### src/rtl/facp_pkg.sv
// Shared types, character codes, command codes and parse functions of the command parser.
`default_nettype none
package facp_pkg;

    localparam int PAYLOAD_STORE_SIZE = 64;
    localparam int COUNT_W = $clog2(PAYLOAD_STORE_SIZE);
    localparam logic [COUNT_W-1:0] COUNT_LAST = COUNT_W'(PAYLOAD_STORE_SIZE - 1);

    localparam logic [7:0] CH_NUL    = 8'h00;
    localparam logic [7:0] CH_TAB    = 8'h09;
    localparam logic [7:0] CH_CR     = 8'h0D;
    localparam logic [7:0] CH_SPACE  = 8'h20;
    localparam logic [7:0] CH_PLUS   = 8'h2B;
    localparam logic [7:0] CH_COMMA  = 8'h2C;
    localparam logic [7:0] CH_MINUS  = 8'h2D;
    localparam logic [7:0] CH_ZERO   = 8'h30;
    localparam logic [7:0] CH_NINE   = 8'h39;
    localparam logic [7:0] CH_LBRACE = 8'h7B;
    localparam logic [7:0] CH_RBRACE = 8'h7D;
    localparam logic [7:0] CH_P      = 8'h50;
    localparam logic [7:0] CH_S      = 8'h53;
    localparam logic [7:0] CH_F      = 8'h46;
    localparam logic [7:0] CH_B      = 8'h42;
    localparam logic [7:0] CH_L      = 8'h4C;
    localparam logic [7:0] CH_R      = 8'h52;
    localparam logic [7:0] CH_M      = 8'h4D;
    localparam logic [7:0] CH_T      = 8'h54;

    localparam logic [3:0] CMD_INVALID  = 4'd0;
    localparam logic [3:0] CMD_PING     = 4'd1;
    localparam logic [3:0] CMD_STOP     = 4'd2;
    localparam logic [3:0] CMD_FORWARD  = 4'd3;
    localparam logic [3:0] CMD_BACKWARD = 4'd4;
    localparam logic [3:0] CMD_LEFT     = 4'd5;
    localparam logic [3:0] CMD_RIGHT    = 4'd6;
    localparam logic [3:0] CMD_MOVE     = 4'd7;
    localparam logic [3:0] CMD_TIMEOUT  = 4'd8;

    localparam logic [1:0] FIELD_CMD  = 2'd0;
    localparam logic [1:0] FIELD_ARG1 = 2'd1;
    localparam logic [1:0] FIELD_ARG2 = 2'd2;
    localparam logic [1:0] FIELD_REST = 2'd3;

    typedef enum logic [3:0] {
        NUM_SKIP   = 4'b0001,
        NUM_SIGN   = 4'b0010,
        NUM_DIGITS = 4'b0100,
        NUM_DONE   = 4'b1000
    } t_num_phase;

    typedef struct packed {
        logic [15:0] acc;
        t_num_phase  phase;
        logic        neg;
    } t_num_state;

    typedef struct packed {
        logic               valid;
        logic [3:0]         code;
        logic signed [15:0] first;
        logic signed [15:0] second;
    } t_result;

    function automatic logic is_space(input logic [7:0] b);
        return (b == CH_SPACE) || (b >= CH_TAB && b <= CH_CR);
    endfunction

    function automatic logic is_digit(input logic [7:0] b);
        return (b >= CH_ZERO) && (b <= CH_NINE);
    endfunction

    function automatic t_num_state num_step(input t_num_state s, input logic [7:0] b);
        t_num_state r;
        r = s;
        case (s.phase)
            NUM_SKIP: begin
                if (is_space(b)) begin
                    r = s;
                end else if (b == CH_PLUS || b == CH_MINUS) begin
                    r.neg   = (b == CH_MINUS);
                    r.phase = NUM_SIGN;
                end else if (is_digit(b)) begin
                    r.phase = NUM_DIGITS;
                    r.acc   = 16'({s.acc[12:0], 3'b000}) + 16'({s.acc[14:0], 1'b0})
                              + {12'd0, b[3:0]};
                end else begin
                    r.phase = NUM_DONE;
                end
            end
            NUM_SIGN, NUM_DIGITS: begin
                if (is_digit(b)) begin
                    r.phase = NUM_DIGITS;
                    r.acc   = 16'({s.acc[12:0], 3'b000}) + 16'({s.acc[14:0], 1'b0})
                              + {12'd0, b[3:0]};
                end else begin
                    r.phase = NUM_DONE;
                end
            end
            default: r = s;
        endcase
        return r;
    endfunction

    function automatic logic [3:0] letter_code(input logic [7:0] c);
        logic [3:0] code;
        case (c)
            CH_P:    code = CMD_PING;
            CH_S:    code = CMD_STOP;
            CH_F:    code = CMD_FORWARD;
            CH_B:    code = CMD_BACKWARD;
            CH_L:    code = CMD_LEFT;
            CH_R:    code = CMD_RIGHT;
            CH_M:    code = CMD_MOVE;
            CH_T:    code = CMD_TIMEOUT;
            default: code = CMD_INVALID;
        endcase
        return code;
    endfunction

endpackage
`default_nettype wire

### src/rtl/facp_if.sv
// Valid/ready channel interfaces for received bytes and decoded commands.
`default_nettype none
interface facp_byte_if;
    logic       valid;
    logic       ready;
    logic [7:0] rx_byte;

    modport source (output valid, output rx_byte, input ready);
    modport sink   (input valid, input rx_byte, output ready);
endinterface

interface facp_cmd_if;
    logic               valid;
    logic               ready;
    logic [3:0]         command_code;
    logic signed [15:0] first_value;
    logic signed [15:0] second_value;

    modport source (output valid, output command_code, output first_value,
                    output second_value, input ready);
    modport sink   (input valid, input command_code, input first_value,
                    input second_value, output ready);
endinterface
`default_nettype wire

### src/rtl/framed_ascii_command_parser_core.sv
// Top level of the framed ASCII command parser: input register, parse state, result register.
// Takes one received byte per cycle on i_rx while no command waits on o_cmd, and returns one
// decoded command on o_cmd for each frame closed by '}' or cut off by payload overflow. Bytes
// can follow back to back while o_cmd is free. A command passes through the input register,
// the frame update and the result register before it is shown on o_cmd. The input register and
// the result register stand on either side of the update of the frame and number state. While
// a command waits on o_cmd the parse state holds; the input register takes at most one more
// byte, and i_rx then stalls until the command is taken.
`default_nettype none
module framed_ascii_command_parser_core (
    input  wire logic    i_clk,
    input  wire logic    i_rst_n,
    facp_byte_if.sink    i_rx,
    facp_cmd_if.source   o_cmd
);
    import facp_pkg::*;

    logic       r_in_valid;
    logic [7:0] r_in_byte;
    logic       r_out_valid;
    t_result    r_out;
    logic       adv;
    t_result    result;

    assign adv        = !r_out_valid || o_cmd.ready;
    assign i_rx.ready = !r_in_valid || adv;

    facp_frame u_frame (
        .i_clk    (i_clk),
        .i_rst_n  (i_rst_n),
        .i_step   (r_in_valid && adv),
        .i_byte   (r_in_byte),
        .o_result (result)
    );

    always_ff @(posedge i_clk) begin
        if (!i_rst_n) begin
            r_in_valid  <= 1'b0;
            r_out_valid <= 1'b0;
        end else begin
            if (i_rx.ready) begin
                r_in_valid <= i_rx.valid;
            end
            if (adv) begin
                r_out_valid <= r_in_valid && result.valid;
            end
        end
    end

    always_ff @(posedge i_clk) begin
        if (i_rx.ready) begin
            r_in_byte <= i_rx.rx_byte;
        end
        if (adv && r_in_valid && result.valid) begin
            r_out <= result;
        end
    end

    assign o_cmd.valid        = r_out_valid;
    assign o_cmd.command_code = r_out.code;
    assign o_cmd.first_value  = r_out.first;
    assign o_cmd.second_value = r_out.second;

endmodule
`default_nettype wire

### src/rtl/facp_frame.sv
// Frame, field and number parsing state with its update logic.
`default_nettype none
module facp_frame (
    input  wire logic           i_clk,
    input  wire logic           i_rst_n,
    input  wire logic           i_step,
    input  wire logic [7:0]     i_byte,
    output facp_pkg::t_result   o_result
);
    import facp_pkg::*;

    logic               r_frame_open, n_frame_open;
    logic [COUNT_W-1:0] r_count, n_count;
    logic [1:0]         r_field, n_field;
    logic               r_inside, n_inside;
    logic               r_text_ended, n_text_ended;
    logic [7:0]         r_letter, n_letter;
    t_num_phase         r_phase, n_phase;
    logic               r_neg, n_neg;
    logic [15:0]        r_acc1, n_acc1;
    logic [15:0]        r_acc2, n_acc2;

    logic [15:0] fin_acc1;
    logic [15:0] fin_acc2;
    logic [3:0]  code;
    t_num_state  num_in;
    t_num_state  num_out;

    always_comb begin
        fin_acc1 = (r_inside && r_neg && r_field == FIELD_ARG1) ? 16'(16'd0 - r_acc1) : r_acc1;
        fin_acc2 = (r_inside && r_neg && r_field == FIELD_ARG2) ? 16'(16'd0 - r_acc2) : r_acc2;
        code     = letter_code(r_letter);
        num_in.acc   = (r_field == FIELD_ARG1) ? r_acc1 : r_acc2;
        num_in.phase = r_inside ? r_phase : NUM_SKIP;
        num_in.neg   = r_inside ? r_neg : 1'b0;
        num_out      = num_step(num_in, i_byte);
    end

    always_comb begin
        n_frame_open = r_frame_open;
        n_count      = r_count;
        n_field      = r_field;
        n_inside     = r_inside;
        n_text_ended = r_text_ended;
        n_letter     = r_letter;
        n_phase      = r_phase;
        n_neg        = r_neg;
        n_acc1       = r_acc1;
        n_acc2       = r_acc2;
        o_result     = '{valid: 1'b0, code: CMD_INVALID, first: 16'sd0, second: 16'sd0};

        if (i_step && (i_byte == CH_LBRACE || (r_frame_open && i_byte == CH_RBRACE)
                       || (r_frame_open && r_count == COUNT_LAST))) begin
            if (i_byte == CH_RBRACE && i_byte != CH_LBRACE) begin
                o_result.valid = 1'b1;
                o_result.code  = code;
                case (code)
                    CMD_FORWARD, CMD_BACKWARD, CMD_LEFT, CMD_RIGHT, CMD_TIMEOUT: begin
                        o_result.first = fin_acc1;
                    end
                    CMD_MOVE: begin
                        o_result.first  = fin_acc1;
                        o_result.second = fin_acc2;
                    end
                    default: begin
                        o_result.first = 16'sd0;
                    end
                endcase
            end else if (i_byte != CH_LBRACE) begin
                o_result.valid = 1'b1;
            end
            n_frame_open = (i_byte == CH_LBRACE);
            n_count      = '0;
            n_field      = FIELD_CMD;
            n_inside     = 1'b0;
            n_text_ended = 1'b0;
            n_letter     = CH_NUL;
            n_phase      = NUM_SKIP;
            n_neg        = 1'b0;
            n_acc1       = '0;
            n_acc2       = '0;
        end else if (i_step && r_frame_open) begin
            n_count = r_count + COUNT_W'(1);
            if (!r_text_ended) begin
                if (i_byte == CH_NUL || i_byte == CH_COMMA) begin
                    if (r_inside) begin
                        n_acc1   = fin_acc1;
                        n_acc2   = fin_acc2;
                        n_inside = 1'b0;
                        n_neg    = 1'b0;
                        n_phase  = NUM_SKIP;
                        if (r_field != FIELD_REST) begin
                            n_field = r_field + 2'd1;
                        end
                    end
                    n_text_ended = (i_byte == CH_NUL);
                end else begin
                    n_inside = 1'b1;
                    if (!r_inside && r_field == FIELD_CMD) begin
                        n_letter = i_byte;
                    end
                    if (r_field == FIELD_ARG1 || r_field == FIELD_ARG2) begin
                        n_phase = num_out.phase;
                        n_neg   = num_out.neg;
                        if (r_field == FIELD_ARG1) begin
                            n_acc1 = num_out.acc;
                        end else begin
                            n_acc2 = num_out.acc;
                        end
                    end else begin
                        n_phase = num_in.phase;
                        n_neg   = num_in.neg;
                    end
                end
            end
        end
    end

    always_ff @(posedge i_clk) begin
        if (!i_rst_n) begin
            r_frame_open <= 1'b0;
            r_count      <= '0;
            r_field      <= FIELD_CMD;
            r_inside     <= 1'b0;
            r_text_ended <= 1'b0;
            r_letter     <= CH_NUL;
            r_phase      <= NUM_SKIP;
            r_neg        <= 1'b0;
            r_acc1       <= '0;
            r_acc2       <= '0;
        end else begin
            r_frame_open <= n_frame_open;
            r_count      <= n_count;
            r_field      <= n_field;
            r_inside     <= n_inside;
            r_text_ended <= n_text_ended;
            r_letter     <= n_letter;
            r_phase      <= n_phase;
            r_neg        <= n_neg;
            r_acc1       <= n_acc1;
            r_acc2       <= n_acc2;
        end
    end

endmodule
`default_nettype wire

### src/flat_wrapper.sv
// flat-port wrapper written by rule: the top's interface ports become plain ports
module framed_ascii_command_parser_core_flat import facp_pkg::*;
  (i_clk, i_rst_n, i_rx_valid, i_rx_rx_byte, i_rx_ready, o_cmd_valid, o_cmd_command_code, o_cmd_first_value, o_cmd_second_value, o_cmd_ready);
  facp_byte_if i_rx_i ();
  facp_cmd_if o_cmd_i ();
  input  wire logic i_clk;
  input  wire logic i_rst_n;
  input wire logic [$bits(i_rx_i.valid)-1:0] i_rx_valid;
  input wire logic [$bits(i_rx_i.rx_byte)-1:0] i_rx_rx_byte;
  output wire logic [$bits(i_rx_i.ready)-1:0] i_rx_ready;
  output wire logic [$bits(o_cmd_i.valid)-1:0] o_cmd_valid;
  output wire logic [$bits(o_cmd_i.command_code)-1:0] o_cmd_command_code;
  output wire logic [$bits(o_cmd_i.first_value)-1:0] o_cmd_first_value;
  output wire logic [$bits(o_cmd_i.second_value)-1:0] o_cmd_second_value;
  input wire logic [$bits(o_cmd_i.ready)-1:0] o_cmd_ready;
  assign i_rx_i.valid = i_rx_valid;
  assign i_rx_i.rx_byte = i_rx_rx_byte;
  assign i_rx_ready = i_rx_i.ready;
  assign o_cmd_valid = o_cmd_i.valid;
  assign o_cmd_command_code = o_cmd_i.command_code;
  assign o_cmd_first_value = o_cmd_i.first_value;
  assign o_cmd_second_value = o_cmd_i.second_value;
  assign o_cmd_i.ready = o_cmd_ready;
  framed_ascii_command_parser_core u_core (.i_clk(i_clk), .i_rst_n(i_rst_n), .i_rx(i_rx_i), .o_cmd(o_cmd_i));
endmodule
### config.mk
export PLATFORM = sky130hd
export DESIGN_NAME = framed_ascii_command_parser_core_flat
export DESIGN_NICKNAME = d
export VERILOG_FILES = /design/src/rtl/facp_pkg.sv /design/src/rtl/facp_if.sv /design/src/rtl/framed_ascii_command_parser_core.sv /design/src/rtl/facp_frame.sv /design/src/flat_wrapper.sv
export SDC_FILE = /design/constraint.sdc
export NUM_CORES = 1
export LEC_CHECK = 0
export ABC_CLOCK_PERIOD_IN_PS = 10600
export BUFFER_PORTS_ARGS = -buffer_cell sky130_fd_sc_hd__buf_2
export CAP_MARGIN = 30
export CELL_PAD_IN_SITES_DETAIL_PLACEMENT = 0
export CELL_PAD_IN_SITES_GLOBAL_PLACEMENT = 1
export CORE_MARGIN = 8
export CORE_UTILIZATION = 50
export CTS_CLUSTER_DIAMETER = 50
export DETAILED_ROUTE_END_ITERATION = 6
export MAX_ROUTING_LAYER = met4
export PLACE_DENSITY = 0.88
export SYNTH_ARGS = -nofsm -noshare
export SYNTH_HDL_FRONTEND = slang
export SYNTH_SLANG_ARGS = --single-unit
### constraint.sdc
create_clock -name i_clk -period 10.6 [get_ports i_clk]
set_input_delay 0 -clock i_clk [delete_from_list [all_inputs] [get_ports i_clk]]
set_output_delay 0 -clock i_clk [all_outputs]
set_load 0.01 [all_outputs]
==> flow_metrics.env <==
export IMPL_layout_nets=847
export IMPL_final_hold_viol_count=0
export IMPL_postLayoutCoreUtil_pct=57.0
export IMPL_clk_latency_ps=360
export IMPL_rows=42
export IMPL_instances_no_fill=985
export IMPL_n_fill_cell=1180
export IMPL_dr_pass1_iters=6
export IMPL_n_antenna_cell=0
export IMPL_first_iter_violations=630
export IMPL_power_leakage_nw=2.68
export IMPL_r2r_slack_ps=6650
export IMPL_fin_crit_ps=3950
export IMPL_clk_pin_slew_ps=70
export IMPL_maxSlewHeadroom_pct=38.6
export IMPL_setup_worst_path_end_class="register"
export IMPL_cp_arrival_ps=4190
export IMPL_grt_pass1_vias=5739
export IMPL_area_growth_pct=10.7
export IMPL_clockBufferDepth=2
export IMPL_peakVddDrop_mv=0.0656
export IMPL_post_drt_wl_per_cell_um=19.8
export IMPL_drive_gt1_share_pct=13.6
export IMPL_drt_total_wl_um=19600
export IMPL_vias=6131
export IMPL_place_congestion=0.970
export IMPL_grt_start_max_net_pins=50
export IMPL_cp_required_ps=10830
export IMPL_antenna_found_initial=1
export IMPL_seq_area_mm2=0.00248
export IMPL_worstPathMaxFanout=28
export IMPL_hp_class="in2reg"
export IMPL_start_util_pct=51.5
export IMPL_cap_violations=0
export IMPL_via_per_inst=6.22
export IMPL_cts_buffers_inserted=9
export IMPL_fmax_ghz=0.253
export IMPL_avgSynthCellArea_um2=8.82
export IMPL_worstSetupStartpointType="register"
export IMPL_syn_area_mm2=0.00685
export IMPL_fin_tns_setup_ps=0
export IMPL_core_mm2=0.0133
export IMPL_io_buffer_count=49
export IMPL_io_pins=50
export IMPL_synthCells=777
export IMPL_die_h_um=133
export IMPL_htreeDepth=3
export IMPL_yosysTopAreaCell="edfxtp_1"
export IMPL_dp_hpwl_um=14500
export IMPL_tightest_slew_ps=896
export IMPL_clock_skew_ps=8.17
export IMPL_grt_overflow_total=0
export IMPL_track_usage_pct=22.6
export IMPL_multi_input_area_mm2=0.00406
export IMPL_setup_violations=0
export IMPL_dieArea_mm2=0.0177
export IMPL_holdWs_ps=350
export IMPL_synthDistinctLibCells=83
export IMPL_syn_num_nets=820
export IMPL_power_density_mw_per_mm2=103
export IMPL_ys_warn_count=0
export IMPL_status="complete, no violations"
export IMPL_die_w_um=133
export IMPL_finalPower_uw=785
export IMPL_grt_pass1_wl_um=31000
export IMPL_ant_nets=0
export IMPL_ys_ff_latch=102
export IMPL_finalCritPeriodShare_pct=37.3
export IMPL_yosys_area_top_type_share_pct=19.3
export IMPL_netlist_top_cells_area="edfxtp_1, dfxtp_1, ha_1"
export IMPL_ctsRootBufferMaster="clkbuf_16"
export IMPL_synthFlopType="dfxtp_1"
export IMPL_cts_tree="built"
export IMPL_ys_seq_area_share_pct=36.2
export IMPL_drc=0
export IMPL_place_inst=956
export IMPL_slew_viol_final=0
export IMPL_rsz0062_at_grt="false"
export IMPL_synth_edf_count=44
export IMPL_cts_setup_buffers=0
export IMPL_cts_num_sinks=102
export IMPL_critPathKind="reg2reg"
export IMPL_async_flop_share_pct=0
## cells in the mapped netlist (5+ instances only)
cell,n
a21o_1,9
xnor2_1,30
mux2i_1,23
nand3b_1,8
nand2b_1,8
o21ai_1,5
o211ai_1,11
edfxtp_1,44
nor2_1,92
a31oi_1,6
and3_1,7
nor2b_1,10
ha_1,30
or3_1,8
dfxtp_1,58
nand4_1,8
nand2_1,53
mux2_2,11
a311oi_1,5
buf_2,10
nand3_1,13
clkbuf_1,34
inv_1,21
o31ai_1,5
o21ai_0,47
xor2_1,21
a211oi_1,7
a21oi_1,60
a32o_1,7
nor3_1,20
buf_1,5
o22ai_1,11
## kinds of logic after synthesis
group	Yosys count	synth area share, %
AND/OR/NAND/NOR	264	19.8
AO/OA/AOI/OAI	221	21.9
flip-flops	102	36.2
buffers and inverters	74	4.57
XOR/XNOR	51	6.52
multiplexers	34	5.17
adder cells (fa/ha/maj)	31	5.77
## per-layer routing
| layer | GRT usage, % | vias up | share of wire (%) |
|---|---|---|---|
| met5 | - | - | 0 |
| met4 | 10.8 | 0 | 2.8 |
| met3 | 4.88 | 30 | 8.2 |
| met2 | 32.6 | 243 | 44 |
| met1 | 29.5 | 2925 | 45 |
| li1 | - | 2933 | - |
## report_power, final
| part | switching, mW | internal (mW) |
|---|---|---|
| sequential | 0.00481 | 0.408 |
| combinational | 0.0116 | 0.00896 |
| clock | 0.159 | 0.192 |
| total | 0.175 | 0.609 |
## registers in the layout, summed over array words and instances, names as in the netlist, 2 cells and up
| register | cells |
|---|---|
| u_core.o_cmd.command_code | 4 |
| u_core.o_cmd.first_value | 16 |
| u_core.u_frame.r_phase | 4 |
| u_core.u_frame.r_acc2 | 16 |
| u_core.r_in_byte | 8 |
| u_core.u_frame.r_letter | 8 |
| u_core.u_frame.r_acc1 | 16 |
| u_core.u_frame.r_field | 2 |
| u_core.u_frame.r_count | 6 |
| u_core.o_cmd.second_value | 16 |
## cell usage in the layout (no fill, tap or decap), types with 13 or more instances in the layout
| cell | count |
|---|---|
| edfxtp_1 | 44 |
| ha_1 | 30 |
| nor3_1 | 20 |
| inv_1 | 21 |
| xnor2_1 | 30 |
| nor2_1 | 92 |
| dfxtp_1 | 58 |
| nand2_1 | 53 |
| nand3_1 | 13 |
| xor2_1 | 21 |
| a21oi_1 | 60 |
| mux2i_1 | 23 |
| o21ai_0 | 47 |
| buf_2 | 49 |
| dlygate4sd3_1 | 13 |
## worst max-delay path, stage by stage (launching register included)
cell	delay, ps
dfxtp_1	390
inv_1	80
ha_1	170
buf_4	240
o21ai_0	550
ha_1	360
ha_1	230
inv_1	80
fa_1	200
nor2b_1	80
o31a_1	300
o211a_1	250
or3_1	330
a311oi_1	440
o31ai_1	120
## per-stage QoR
step / setup slack [ps] / instance area (µm²)
2_1_floorplan: 6900 / 6850
3_3_place_gp: 6810 / 7130
3_5_place_dp: 6800 / 7130
4_1_cts: 6750 / 7580
5_1_grt: 6470 / 7580
6_report: 6650 / 7580
## final timing paths
kind / from / cells after the start / to
hold reg to reg: u_core.u_frame.r_frame_open / 2 / u_core.u_frame.r_frame_open
hold / removal: i_rx_rx_byte[3] / 2 / u_core.r_in_byte[3]
setup / recovery: u_core.u_frame.r_field[1] / 14 / u_core.u_frame.r_acc1[10]
setup reg to reg: u_core.u_frame.r_field[1] / 14 / u_core.u_frame.r_acc1[10]
## timing repair
item                      in CTS  in global routing
hold endpoints to repair      11                  0
resized for setup              0                  0
hold buffers                  13                  0
## area by class of cell
type	instances	area share, %
Multi-Input combinational cell	601	53.5
Clock inverter	5	0.561
Clock buffer	11	3.63
Inverter	21	1.04
Timing Repair Buffer	69	5.64
Tap cell	176	2.90
Sequential cell	102	32.7
No activity file was read; power rests on OpenSTA's default activity.
